===== src/sv/msc_pkg.sv =====
// ----------------------------------------------------------------------------
// msc_pkg
// Types, counter indexes and status codes for the sample class counters.
// ----------------------------------------------------------------------------
package msc_pkg;

   localparam int CounterWidthDefault = 32;
   localparam int NumCounters         = 32;
   localparam int CntIdxWidth         = 5;
   localparam int QueueDepth          = 2;

   localparam logic KindSample = 1'b0;
   localparam logic KindRead   = 1'b1;

   localparam logic [1:0] StatusOk      = 2'd0;
   localparam logic [1:0] StatusNoAddr  = 2'd1;
   localparam logic [1:0] StatusNoParse = 2'd2;
   localparam logic [1:0] StatusNoMap   = 2'd3;

   localparam int CntNrEntries = 0;
   localparam int CntLocks     = 1;
   localparam int CntStore     = 2;
   localparam int CntStUncache = 3;
   localparam int CntStNoAdrs  = 4;
   localparam int CntStL1Hit   = 5;
   localparam int CntStL1Miss  = 6;
   localparam int CntStNa      = 7;
   localparam int CntLoad      = 8;
   localparam int CntLdExcl    = 9;
   localparam int CntLdShared  = 10;
   localparam int CntLdUncache = 11;
   localparam int CntLdIo      = 12;
   localparam int CntLdMiss    = 13;
   localparam int CntLdNoAdrs  = 14;
   localparam int CntLdFbHit   = 15;
   localparam int CntLdL1Hit   = 16;
   localparam int CntLdL2Hit   = 17;
   localparam int CntLdLlcHit  = 18;
   localparam int CntLclHitm   = 19;
   localparam int CntRmtHitm   = 20;
   localparam int CntTotHitm   = 21;
   localparam int CntLclPeer   = 22;
   localparam int CntRmtPeer   = 23;
   localparam int CntTotPeer   = 24;
   localparam int CntRmtHit    = 25;
   localparam int CntLclDram   = 26;
   localparam int CntRmtDram   = 27;
   localparam int CntBlkData   = 28;
   localparam int CntBlkAddr   = 29;
   localparam int CntNoMap     = 30;
   localparam int CntNoParse   = 31;

   typedef struct packed {
      logic        kind;
      logic [4:0]  op_flags;
      logic [13:0] level_flags;
      logic [4:0]  snoop_flags;
      logic [1:0]  snoopx_flags;
      logic [1:0]  lock_flags;
      logic [2:0]  block_flags;
      logic        remote_flag;
      logic [2:0]  hop_count;
      logic        has_data_address;
      logic [1:0]  map_flags;
      logic [4:0]  counter_select;
   } msc_req_type;

   typedef struct packed {
      logic [1:0]  status;
      logic [31:0] counter_value;
   } msc_rsp_type;

   // classified request: per-counter increment (0..3), status and read select
   typedef struct packed {
      logic                              kind;
      logic [CntIdxWidth-1:0]            counter_select;
      logic [1:0]                        status;
      logic [NumCounters-1:0][1:0]       inc;
   } msc_entry_type;

endpackage


===== src/sv/msc_front.sv =====
// ----------------------------------------------------------------------------
// msc_front
// Accepts requests and decodes the sample flags into counter increments.
// ----------------------------------------------------------------------------
module msc_front (
   input  logic                  req_valid,
   input  msc_pkg::msc_req_type  req_data,
   input  logic                  full,
   output logic                  push,
   output msc_pkg::msc_entry_type entry
);

   localparam int LvNa     = 0;
   localparam int LvHit    = 1;
   localparam int LvMiss   = 2;
   localparam int LvL1     = 3;
   localparam int LvLfb    = 4;
   localparam int LvL2     = 5;
   localparam int LvL3     = 6;
   localparam int LvLocRam = 7;
   localparam int LvRemRam1 = 8;
   localparam int LvRemRam2 = 9;
   localparam int LvRemCce1 = 10;
   localparam int LvRemCce2 = 11;
   localparam int LvIo     = 12;
   localparam int LvUnc    = 13;

   logic [13:0]                      lvl;
   logic                             mrem;
   logic                             s_hit;
   logic                             s_hitm;
   logic                             x_peer;
   logic [msc_pkg::NumCounters-1:0][1:0] inc;
   logic [1:0]                       status;

   assign push = req_valid & ~full;
   assign lvl  = req_data.level_flags;
   assign mrem = req_data.remote_flag & (req_data.hop_count == 3'd0);
   assign s_hit  = req_data.snoop_flags[2];
   assign s_hitm = req_data.snoop_flags[4];
   assign x_peer = req_data.snoopx_flags[1];

   always_comb begin
      inc    = '0;
      status = msc_pkg::StatusOk;
      if (req_data.kind == msc_pkg::KindSample) begin
         inc[msc_pkg::CntNrEntries] = inc[msc_pkg::CntNrEntries] + 2'd1;
         if (req_data.lock_flags[1]) inc[msc_pkg::CntLocks] = inc[msc_pkg::CntLocks] + 2'd1;
         if (req_data.block_flags[1]) inc[msc_pkg::CntBlkData] = inc[msc_pkg::CntBlkData] + 2'd1;
         if (req_data.block_flags[2]) inc[msc_pkg::CntBlkAddr] = inc[msc_pkg::CntBlkAddr] + 2'd1;
         if (req_data.op_flags[1]) begin
            inc[msc_pkg::CntLoad] = inc[msc_pkg::CntLoad] + 2'd1;
            if (!req_data.has_data_address) begin
               inc[msc_pkg::CntLdNoAdrs] = inc[msc_pkg::CntLdNoAdrs] + 2'd1;
               status = msc_pkg::StatusNoAddr;
            end else begin
               if (lvl[LvHit]) begin
                  if (lvl[LvUnc]) inc[msc_pkg::CntLdUncache] = inc[msc_pkg::CntLdUncache] + 2'd1;
                  if (lvl[LvIo]) inc[msc_pkg::CntLdIo] = inc[msc_pkg::CntLdIo] + 2'd1;
                  if (lvl[LvLfb]) inc[msc_pkg::CntLdFbHit] = inc[msc_pkg::CntLdFbHit] + 2'd1;
                  if (lvl[LvL1]) inc[msc_pkg::CntLdL1Hit] = inc[msc_pkg::CntLdL1Hit] + 2'd1;
                  if (lvl[LvL2]) begin
                     if (s_hitm) begin
                        inc[msc_pkg::CntLclHitm] = inc[msc_pkg::CntLclHitm] + 2'd1;
                        inc[msc_pkg::CntTotHitm] = inc[msc_pkg::CntTotHitm] + 2'd1;
                     end else begin
                        inc[msc_pkg::CntLdL2Hit] = inc[msc_pkg::CntLdL2Hit] + 2'd1;
                     end
                     if (x_peer) begin
                        inc[msc_pkg::CntLclPeer] = inc[msc_pkg::CntLclPeer] + 2'd1;
                        inc[msc_pkg::CntTotPeer] = inc[msc_pkg::CntTotPeer] + 2'd1;
                     end
                  end
                  if (lvl[LvL3]) begin
                     if (s_hitm) begin
                        inc[msc_pkg::CntLclHitm] = inc[msc_pkg::CntLclHitm] + 2'd1;
                        inc[msc_pkg::CntTotHitm] = inc[msc_pkg::CntTotHitm] + 2'd1;
                     end else begin
                        inc[msc_pkg::CntLdLlcHit] = inc[msc_pkg::CntLdLlcHit] + 2'd1;
                     end
                     if (x_peer) begin
                        inc[msc_pkg::CntLclPeer] = inc[msc_pkg::CntLclPeer] + 2'd1;
                        inc[msc_pkg::CntTotPeer] = inc[msc_pkg::CntTotPeer] + 2'd1;
                     end
                  end
                  if (lvl[LvLocRam]) begin
                     inc[msc_pkg::CntLclDram] = inc[msc_pkg::CntLclDram] + 2'd1;
                     if (s_hit) inc[msc_pkg::CntLdShared] = inc[msc_pkg::CntLdShared] + 2'd1;
                     else inc[msc_pkg::CntLdExcl] = inc[msc_pkg::CntLdExcl] + 2'd1;
                  end
                  if (lvl[LvRemRam1] || lvl[LvRemRam2] || mrem) begin
                     inc[msc_pkg::CntRmtDram] = inc[msc_pkg::CntRmtDram] + 2'd1;
                     if (s_hit) inc[msc_pkg::CntLdShared] = inc[msc_pkg::CntLdShared] + 2'd1;
                     else inc[msc_pkg::CntLdExcl] = inc[msc_pkg::CntLdExcl] + 2'd1;
                  end
               end
               if (lvl[LvRemCce1] || lvl[LvRemCce2] || mrem) begin
                  if (s_hit) begin
                     inc[msc_pkg::CntRmtHit] = inc[msc_pkg::CntRmtHit] + 2'd1;
                  end else if (s_hitm) begin
                     inc[msc_pkg::CntRmtHitm] = inc[msc_pkg::CntRmtHitm] + 2'd1;
                     inc[msc_pkg::CntTotHitm] = inc[msc_pkg::CntTotHitm] + 2'd1;
                  end else if (x_peer) begin
                     inc[msc_pkg::CntRmtHit] = inc[msc_pkg::CntRmtHit] + 2'd1;
                     inc[msc_pkg::CntRmtPeer] = inc[msc_pkg::CntRmtPeer] + 2'd1;
                     inc[msc_pkg::CntTotPeer] = inc[msc_pkg::CntTotPeer] + 2'd1;
                  end
               end
               if (lvl[LvMiss]) inc[msc_pkg::CntLdMiss] = inc[msc_pkg::CntLdMiss] + 2'd1;
               if (req_data.map_flags != 2'b11) begin
                  inc[msc_pkg::CntNoMap] = inc[msc_pkg::CntNoMap] + 2'd1;
                  status = msc_pkg::StatusNoMap;
               end
            end
         end else if (req_data.op_flags[2]) begin
            inc[msc_pkg::CntStore] = inc[msc_pkg::CntStore] + 2'd1;
            if (!req_data.has_data_address) begin
               inc[msc_pkg::CntStNoAdrs] = inc[msc_pkg::CntStNoAdrs] + 2'd1;
               status = msc_pkg::StatusNoAddr;
            end else begin
               if (lvl[LvHit]) begin
                  if (lvl[LvUnc]) inc[msc_pkg::CntStUncache] = inc[msc_pkg::CntStUncache] + 2'd1;
                  if (lvl[LvL1]) inc[msc_pkg::CntStL1Hit] = inc[msc_pkg::CntStL1Hit] + 2'd1;
               end
               if (lvl[LvMiss] && lvl[LvL1]) begin
                  inc[msc_pkg::CntStL1Miss] = inc[msc_pkg::CntStL1Miss] + 2'd1;
               end
               if (lvl[LvNa]) inc[msc_pkg::CntStNa] = inc[msc_pkg::CntStNa] + 2'd1;
               if (req_data.map_flags != 2'b11) begin
                  inc[msc_pkg::CntNoMap] = inc[msc_pkg::CntNoMap] + 2'd1;
                  status = msc_pkg::StatusNoMap;
               end
            end
         end else begin
            inc[msc_pkg::CntNoParse] = inc[msc_pkg::CntNoParse] + 2'd1;
            status = msc_pkg::StatusNoParse;
         end
      end
   end

   always_comb begin
      entry.kind           = req_data.kind;
      entry.counter_select = req_data.counter_select;
      entry.status         = status;
      entry.inc            = inc;
   end

endmodule


===== src/sv/msc_queue.sv =====
// ----------------------------------------------------------------------------
// msc_queue
// Short FIFO of classified requests between the front and back parts.
// ----------------------------------------------------------------------------
module msc_queue (
   input  logic                   clock,
   input  logic                   reset,
   input  logic                   push,
   input  msc_pkg::msc_entry_type push_entry,
   input  logic                   pop,
   output logic                   full,
   output logic                   not_empty,
   output msc_pkg::msc_entry_type head
);

   localparam int PtrW = $clog2(msc_pkg::QueueDepth);
   localparam int CntW = $clog2(msc_pkg::QueueDepth + 1);

   msc_pkg::msc_entry_type mem_ff [msc_pkg::QueueDepth];
   logic [PtrW-1:0] wr_ptr_ff, wr_ptr_in;
   logic [PtrW-1:0] rd_ptr_ff, rd_ptr_in;
   logic [CntW-1:0] count_ff, count_in;

   assign full      = (count_ff == CntW'(msc_pkg::QueueDepth));
   assign not_empty = (count_ff != '0);
   assign head      = mem_ff[rd_ptr_ff];

   always_comb begin
      wr_ptr_in = wr_ptr_ff;
      rd_ptr_in = rd_ptr_ff;
      count_in  = count_ff;
      if (push) begin
         wr_ptr_in = (wr_ptr_ff == PtrW'(msc_pkg::QueueDepth - 1)) ? '0 : wr_ptr_ff + 1'b1;
      end
      if (pop) begin
         rd_ptr_in = (rd_ptr_ff == PtrW'(msc_pkg::QueueDepth - 1)) ? '0 : rd_ptr_ff + 1'b1;
      end
      if (push && !pop) count_in = count_ff + 1'b1;
      else if (pop && !push) count_in = count_ff - 1'b1;
   end

   always_ff @(posedge clock) begin
      if (push) mem_ff[wr_ptr_ff] <= push_entry;
   end

   always_ff @(posedge clock) begin
      if (reset) begin
         wr_ptr_ff <= '0;
         rd_ptr_ff <= '0;
         count_ff  <= '0;
      end else begin
         wr_ptr_ff <= wr_ptr_in;
         rd_ptr_ff <= rd_ptr_in;
         count_ff  <= count_in;
      end
   end

endmodule


===== src/sv/msc_back.sv =====
// ----------------------------------------------------------------------------
// msc_back
// Applies counter increments and produces the response register.
// ----------------------------------------------------------------------------
module msc_back #(
   parameter int COUNTER_WIDTH = msc_pkg::CounterWidthDefault
) (
   input  logic                   clock,
   input  logic                   reset,
   input  logic                   not_empty,
   input  msc_pkg::msc_entry_type head,
   output logic                   pop,
   output logic                   rsp_valid,
   input  logic                   rsp_stall,
   output msc_pkg::msc_rsp_type   rsp_data
);

   localparam int ExtW = COUNTER_WIDTH + 32;

   logic [COUNTER_WIDTH-1:0] cnt_ff [msc_pkg::NumCounters];
   logic                     rsp_valid_ff, rsp_valid_in;
   msc_pkg::msc_rsp_type     rsp_ff, rsp_in;
   logic [ExtW-1:0]          sel_ext;

   assign pop          = not_empty & (~rsp_valid_ff | ~rsp_stall);
   assign sel_ext      = ExtW'(cnt_ff[head.counter_select]);
   assign rsp_valid_in = pop | (rsp_valid_ff & rsp_stall);

   always_comb begin
      rsp_in = rsp_ff;
      if (pop) begin
         if (head.kind == msc_pkg::KindRead) begin
            rsp_in.status        = msc_pkg::StatusOk;
            rsp_in.counter_value = sel_ext[31:0];
         end else begin
            rsp_in.status        = head.status;
            rsp_in.counter_value = '0;
         end
      end
   end

   always_ff @(posedge clock) begin
      if (reset) begin
         for (int i = 0; i < msc_pkg::NumCounters; i++) cnt_ff[i] <= '0;
      end else if (pop) begin
         for (int i = 0; i < msc_pkg::NumCounters; i++) begin
            cnt_ff[i] <= cnt_ff[i] + COUNTER_WIDTH'(head.inc[i]);
         end
      end
   end

   always_ff @(posedge clock) begin
      if (reset) rsp_valid_ff <= 1'b0;
      else rsp_valid_ff <= rsp_valid_in;
   end

   always_ff @(posedge clock) begin
      rsp_ff <= rsp_in;
   end

   assign rsp_valid = rsp_valid_ff;
   assign rsp_data  = rsp_ff;

endmodule


===== src/sv/mem_sample_class_counters.sv =====
// ----------------------------------------------------------------------------
// mem_sample_class_counters
// Memory-access sample classifier feeding a bank of 32 wrapping counters.
// ----------------------------------------------------------------------------
// Takes one request per clock. A sample request is decoded in the front part
// into per-counter increments and queued; the back part adds them to the
// counter bank and returns the status. A read request returns the low 32 bits
// of one counter and sees every earlier sample. An accepted request passes
// through the queue entry and then the response register. Requests stall
// only when the two-entry queue fills behind a stalled response.
module mem_sample_class_counters #(
   parameter int COUNTER_WIDTH = msc_pkg::CounterWidthDefault
) (
   input  logic                 clock,
   input  logic                 reset,
   input  logic                 req_valid,
   output logic                 req_stall,
   input  msc_pkg::msc_req_type req_data,
   output logic                 rsp_valid,
   input  logic                 rsp_stall,
   output msc_pkg::msc_rsp_type rsp_data
);

   logic                   push;
   logic                   pop;
   logic                   full;
   logic                   not_empty;
   msc_pkg::msc_entry_type push_entry;
   msc_pkg::msc_entry_type head;

   assign req_stall = full;

   msc_front u_front (
      .req_valid (req_valid),
      .req_data  (req_data),
      .full      (full),
      .push      (push),
      .entry     (push_entry)
   );

   msc_queue u_queue (
      .clock      (clock),
      .reset      (reset),
      .push       (push),
      .push_entry (push_entry),
      .pop        (pop),
      .full       (full),
      .not_empty  (not_empty),
      .head       (head)
   );

   msc_back #(
      .COUNTER_WIDTH (COUNTER_WIDTH)
   ) u_back (
      .clock     (clock),
      .reset     (reset),
      .not_empty (not_empty),
      .head      (head),
      .pop       (pop),
      .rsp_valid (rsp_valid),
      .rsp_stall (rsp_stall),
      .rsp_data  (rsp_data)
   );

endmodule


===== config.mk =====
export PLATFORM = sky130hd
export DESIGN_NAME = mem_sample_class_counters
export DESIGN_NICKNAME = d
export VERILOG_FILES = /design/src/sv/msc_pkg.sv /design/src/sv/msc_front.sv /design/src/sv/msc_queue.sv /design/src/sv/msc_back.sv /design/src/sv/mem_sample_class_counters.sv
export SDC_FILE = /design/constraint.sdc
export NUM_CORES = 2
export LEC_CHECK = 0
export BUFFER_PORTS_ARGS = -buffer_cell sky130_fd_sc_hd__buf_2
export CAP_MARGIN = 20
export CORE_MARGIN = 2
export CORE_UTILIZATION = 45
export DETAILED_ROUTE_END_ITERATION = 7
export GPL_ROUTABILITY_DRIVEN = 0
export HOLD_SLACK_MARGIN = 0.06
export PLACE_DENSITY = 0.63
export SETUP_SLACK_MARGIN = 0.5
export SYNTH_ARGS = -nofsm -noshare
export SYNTH_HDL_FRONTEND = slang
export SYNTH_HIERARCHICAL = 1
export SYNTH_SLANG_ARGS = --single-unit

===== constraint.sdc =====
create_clock -name clock -period 26.1 [get_ports clock]
set_clock_uncertainty 0.2 [all_clocks]
set_input_delay 5.22 -clock clock [delete_from_list [all_inputs] [get_ports clock]]
set_output_delay 5.22 -clock clock [all_outputs]
set_load 0.01 [all_outputs]

==> impl_metrics.env <==
export IMPL_synthesis_yosys_warnings=6
export IMPL_cts_max_path_buffers=3
export IMPL_power_density_mw_per_mm2=110
export IMPL_drtIter0Drc=5997
export IMPL_numPortBuffers=74
export IMPL_grt_pass1_wl_mm=285
export IMPL_hold_buffers=0
export IMPL_setup_reg_to_reg_worst_slack_ns=20.40
export IMPL_final_period_utilization_pct=33.5
export IMPL_synth_largest_area_cell="edfxtp_1"
export IMPL_mean_syn_cell_area_um2=11.4
export IMPL_clk_insertion_delay_late_ns=0.78
export IMPL_whs_endpoint="u_queue/count_ff[1]$_SDFFE_PP0P_"
export IMPL_slew_headroom_pct=25.9
export IMPL_clock_fmax_ghz=0.114
export IMPL_firstDrtPassIters=6
export IMPL_syn2layout_area_growth_pct=9.44
export IMPL_post_synth_main_area_contributors="edfxtp_1 (51%), mux4_2 (8.1%), xor2_1 (5.6%)"
export IMPL_critPathLaunchType="primary input"
export IMPL_post_synth_most_frequent_cells="edfxtp_1 (1202), nor2_1 (954), xor2_1 (455)"
export IMPL_fp_coreArea_mm2=0.157
export IMPL_clkPwrFrac_pct=22.9
export IMPL_vias_cell=6.00
export IMPL_power_report_internal_total_uw=5380
export IMPL_outcome="complete, no violations"
export IMPL_clock_sinks=1208
export IMPL_hold_path_startpoint="u_queue/count_ff[1]$_SDFFE_PP0P_"
export IMPL_io_pin_count=84
export IMPL_layout_drive_gt1_share_pct=12.2
export IMPL_root_buffer="clkbuf_16"
export IMPL_rsz_0062_raised_after_global_routing="no"
export IMPL_synth_top_cell_area_share_pct=50.8
export IMPL_synth_edf_count=1202
export IMPL_cts_post_setup_buffers_inserted=0
export IMPL_crit_path_max_fanout=73
export IMPL_number_of_antenna_violations_at_the_first_check_in_global_routing=13
export IMPL_post_dp_hpwl_mm=128
export IMPL_place_inst=8093
export IMPL_layout_filler_cells=13800
export IMPL_instance_count_along_the_most_critical_hold_path=2
export IMPL_num_rows=145
export IMPL_route_detailed_drc=0
export IMPL_largest_net_degree_at_the_start_of_global_routing=191
export IMPL_syn_area_mm2=0.0711
export IMPL_cp_arrival_ns=8.96
export IMPL_effective_utilization_at_floorplan_pct=45.4
export IMPL_synth_async_sr_flop_share_pct=0
export IMPL_r2r_worst_path_cells=8
export IMPL_timing_final_crit_period_ns=8.75
export IMPL_switching_share_pct=37.1
export IMPL_gr_usage_all_layers_pct=22.7
export IMPL_worst_setup_path_end_kind="flip-flop"
export IMPL_timing_hold_ws_ns=0.309
export IMPL_timing_worst_setup_path_type="in2reg"
export IMPL_timing_rr_end="u_back/rsp_data[4]$_SDFFCE_PN0P_"
export IMPL_count_of_h_tree_levels_built_during_cts=4
export IMPL_final_instance_count_excl_fill=8350
export IMPL_min_path_type="reg2reg"
export IMPL_finalNetCount=6323
export IMPL_setup_violations_final=0
export IMPL_grt_pass1_vias=47600
export IMPL_worst_setup_hold_path_clk_slew_ns=0.06
export IMPL_netlist_cell_type_count=65
export IMPL_hold_violations_final=0
export IMPL_vdd_ir_drop_worst_v=0.000109
export IMPL_number_of_buffers_created_by_cts=140
export IMPL_drt_wl_total_mm=186
export IMPL_grt_remaining_overflow=0
export IMPL_cellLeakagePower_uw=0.0256
export IMPL_dominantRegCellSynth="edfxtp_1"
export IMPL_finalSetupTns_ns=0
export IMPL_maxCapViolCount=0
export IMPL_floorplan_die_height_um=401
export IMPL_postCtsResizedCells=0
export IMPL_max_slew_worst_pin_slew_ns=1.10
export IMPL_drv_slew=0
export IMPL_power_frac_seq_pct=46.5
export IMPL_drt_wirelength_per_cell_um=22.3
export IMPL_tritoncts="yes"
export IMPL_fin_area_mm2=0.0778
export IMPL_dpl_cell_area_mm2=0.0732
export IMPL_synth_ff_latch_count=1208
export IMPL_fp_dieArea_mm2=0.161
export IMPL_part_of_the_power_in_combinational_logic_pct=30.6
export IMPL_yosysSeqAreaShare_pct=51.0
export IMPL_die_width_um=401
export IMPL_dr_total_vias=50100
export IMPL_cp_data_required_time_ns=26.31
export IMPL_total_net_switching_power_uw=3180
export IMPL_post_synth_inst_count=6222
export IMPL_final_antenna_net_count=0
export IMPL_synth_most_common_cell="edfxtp_1"
flip-flops by register name, indices dropped and copies added (netlist names), named ones only:
register and count:
u_back/rsp_valid 1, u_queue/mem_ff 144, u_queue/rd_ptr_ff 1, u_queue/wr_ptr_ff 1, u_back/cnt_ff 1024, u_back/rsp_data 34
u_queue/count_ff 2
power by group through the flow:
| stage | combinational [µW] | clock, µW | sequential [µW] |
|---|---|---|---|
| after CTS | 2620 | 2000 | 3950 |
| after global routing | 2840 | 2070 | 4080 |
| after global placement | 2560 | 0 | 3950 |
| after detailed placement | 2600 | 0 | 3980 |
| after floorplan | 1880 | 0 | 3900 |
| final | 2620 | 1960 | 3970 |
layout by cell type, fill, tap and decap left out, types with 66 or more instances in the layout:
cell type  count
edfxtp_1    1202
nor2_1       954
xor2_1       455
xnor2_1      369
nand2_1      323
nand3_1      282
nand4_1      273
mux4_2       255
inv_1        189
a21oi_1      168
nor3_1       151
clkbuf_16    144
mux2_2       139
nor4_1       137
and4_1       125
or3_1        120
o21ai_0      113
and3_1        93
and2_1        84
buf_2         73
nor2b_1       67
buf_4         66
cells by family (layout without fill, tap and decap cells):
logic type / count (synthesis) / after routing / share of synthesized area (%)
fa+ha+maj: 97 / 97 / 2.05
simple gates: 2723 / 2723 / 19.5
other cells: 1 / 27 / 0.00528
buf+inv: 543 / 587 / 3.17
compound gates: 390 / 390 / 3.27
mux: 436 / 436 / 10.9
xor+xnor: 824 / 824 / 10.2
flops: 1208 / 1208 / 51.0
stage by stage:
stage | power [µW] | setup WS [ns] | utilization (%)
finish | 8560 | 17.35 | 49.7
global route | 9000 | 17.11 | 49.7
CTS | 8580 | 17.36 | 49.7
detailed placement | 6580 | 16.50 | 46.8
global placement | 6510 | 16.51 | 46.8
floorplan | 5770 | 4.81 | -
worst max path at each step:
stage | startpoint | cells past startpoint | to
finish | reset | 5 | u_back/cnt_ff[24][29]$_SDFFCE_PP0P_
global route | reset | 5 | u_back/cnt_ff[24][29]$_SDFFCE_PP0P_
CTS | reset | 5 | u_back/cnt_ff[24][16]$_SDFFCE_PP0P_
detailed placement | reset | 5 | u_back/cnt_ff[24][29]$_SDFFCE_PP0P_
global placement | reset | 5 | u_back/cnt_ff[24][29]$_SDFFCE_PP0P_
floorplan | rsp_stall | 2 | u_back/cnt_ff[0][0]$_SDFFCE_PN0P_
layer usage:
metal | up-vias | share of wire [%] | track usage [%] | wire length (µm)
met3 | 293 | 7.1 | 3.34 | 13200
li1 | 22900 | - | - | -
met2 | 1770 | 46 | 34.8 | 84800
met1 | 25100 | 44 | 32.6 | 81300
met4 | 4 | 3.7 | 8.75 | 6820
met5 | - | 0.018 | 0 | 34
layout make-up:
class / instances / area [µm²] / area share [%]
multi-input combinational: 4496 / 32800 / 42.2
clock buffer: 173 / 3740 / 4.81
inverter: 189 / 709 / 0.912
sequential: 1208 / 36200 / 46.6
antenna: 1 / 2.50 / 0.00322
clock inverter: 82 / 771 / 0.991
timing repair buffer: 143 / 936 / 1.20
tap: 2058 / 2570 / 3.31
worst max-delay path: stages:
cell and delay [ns]:
buf_8 0.37, or2_4 0.83, buf_4 0.75, buf_4 0.85, buf_4 0.75
No activity file was read; power rests on OpenSTA's default activity.
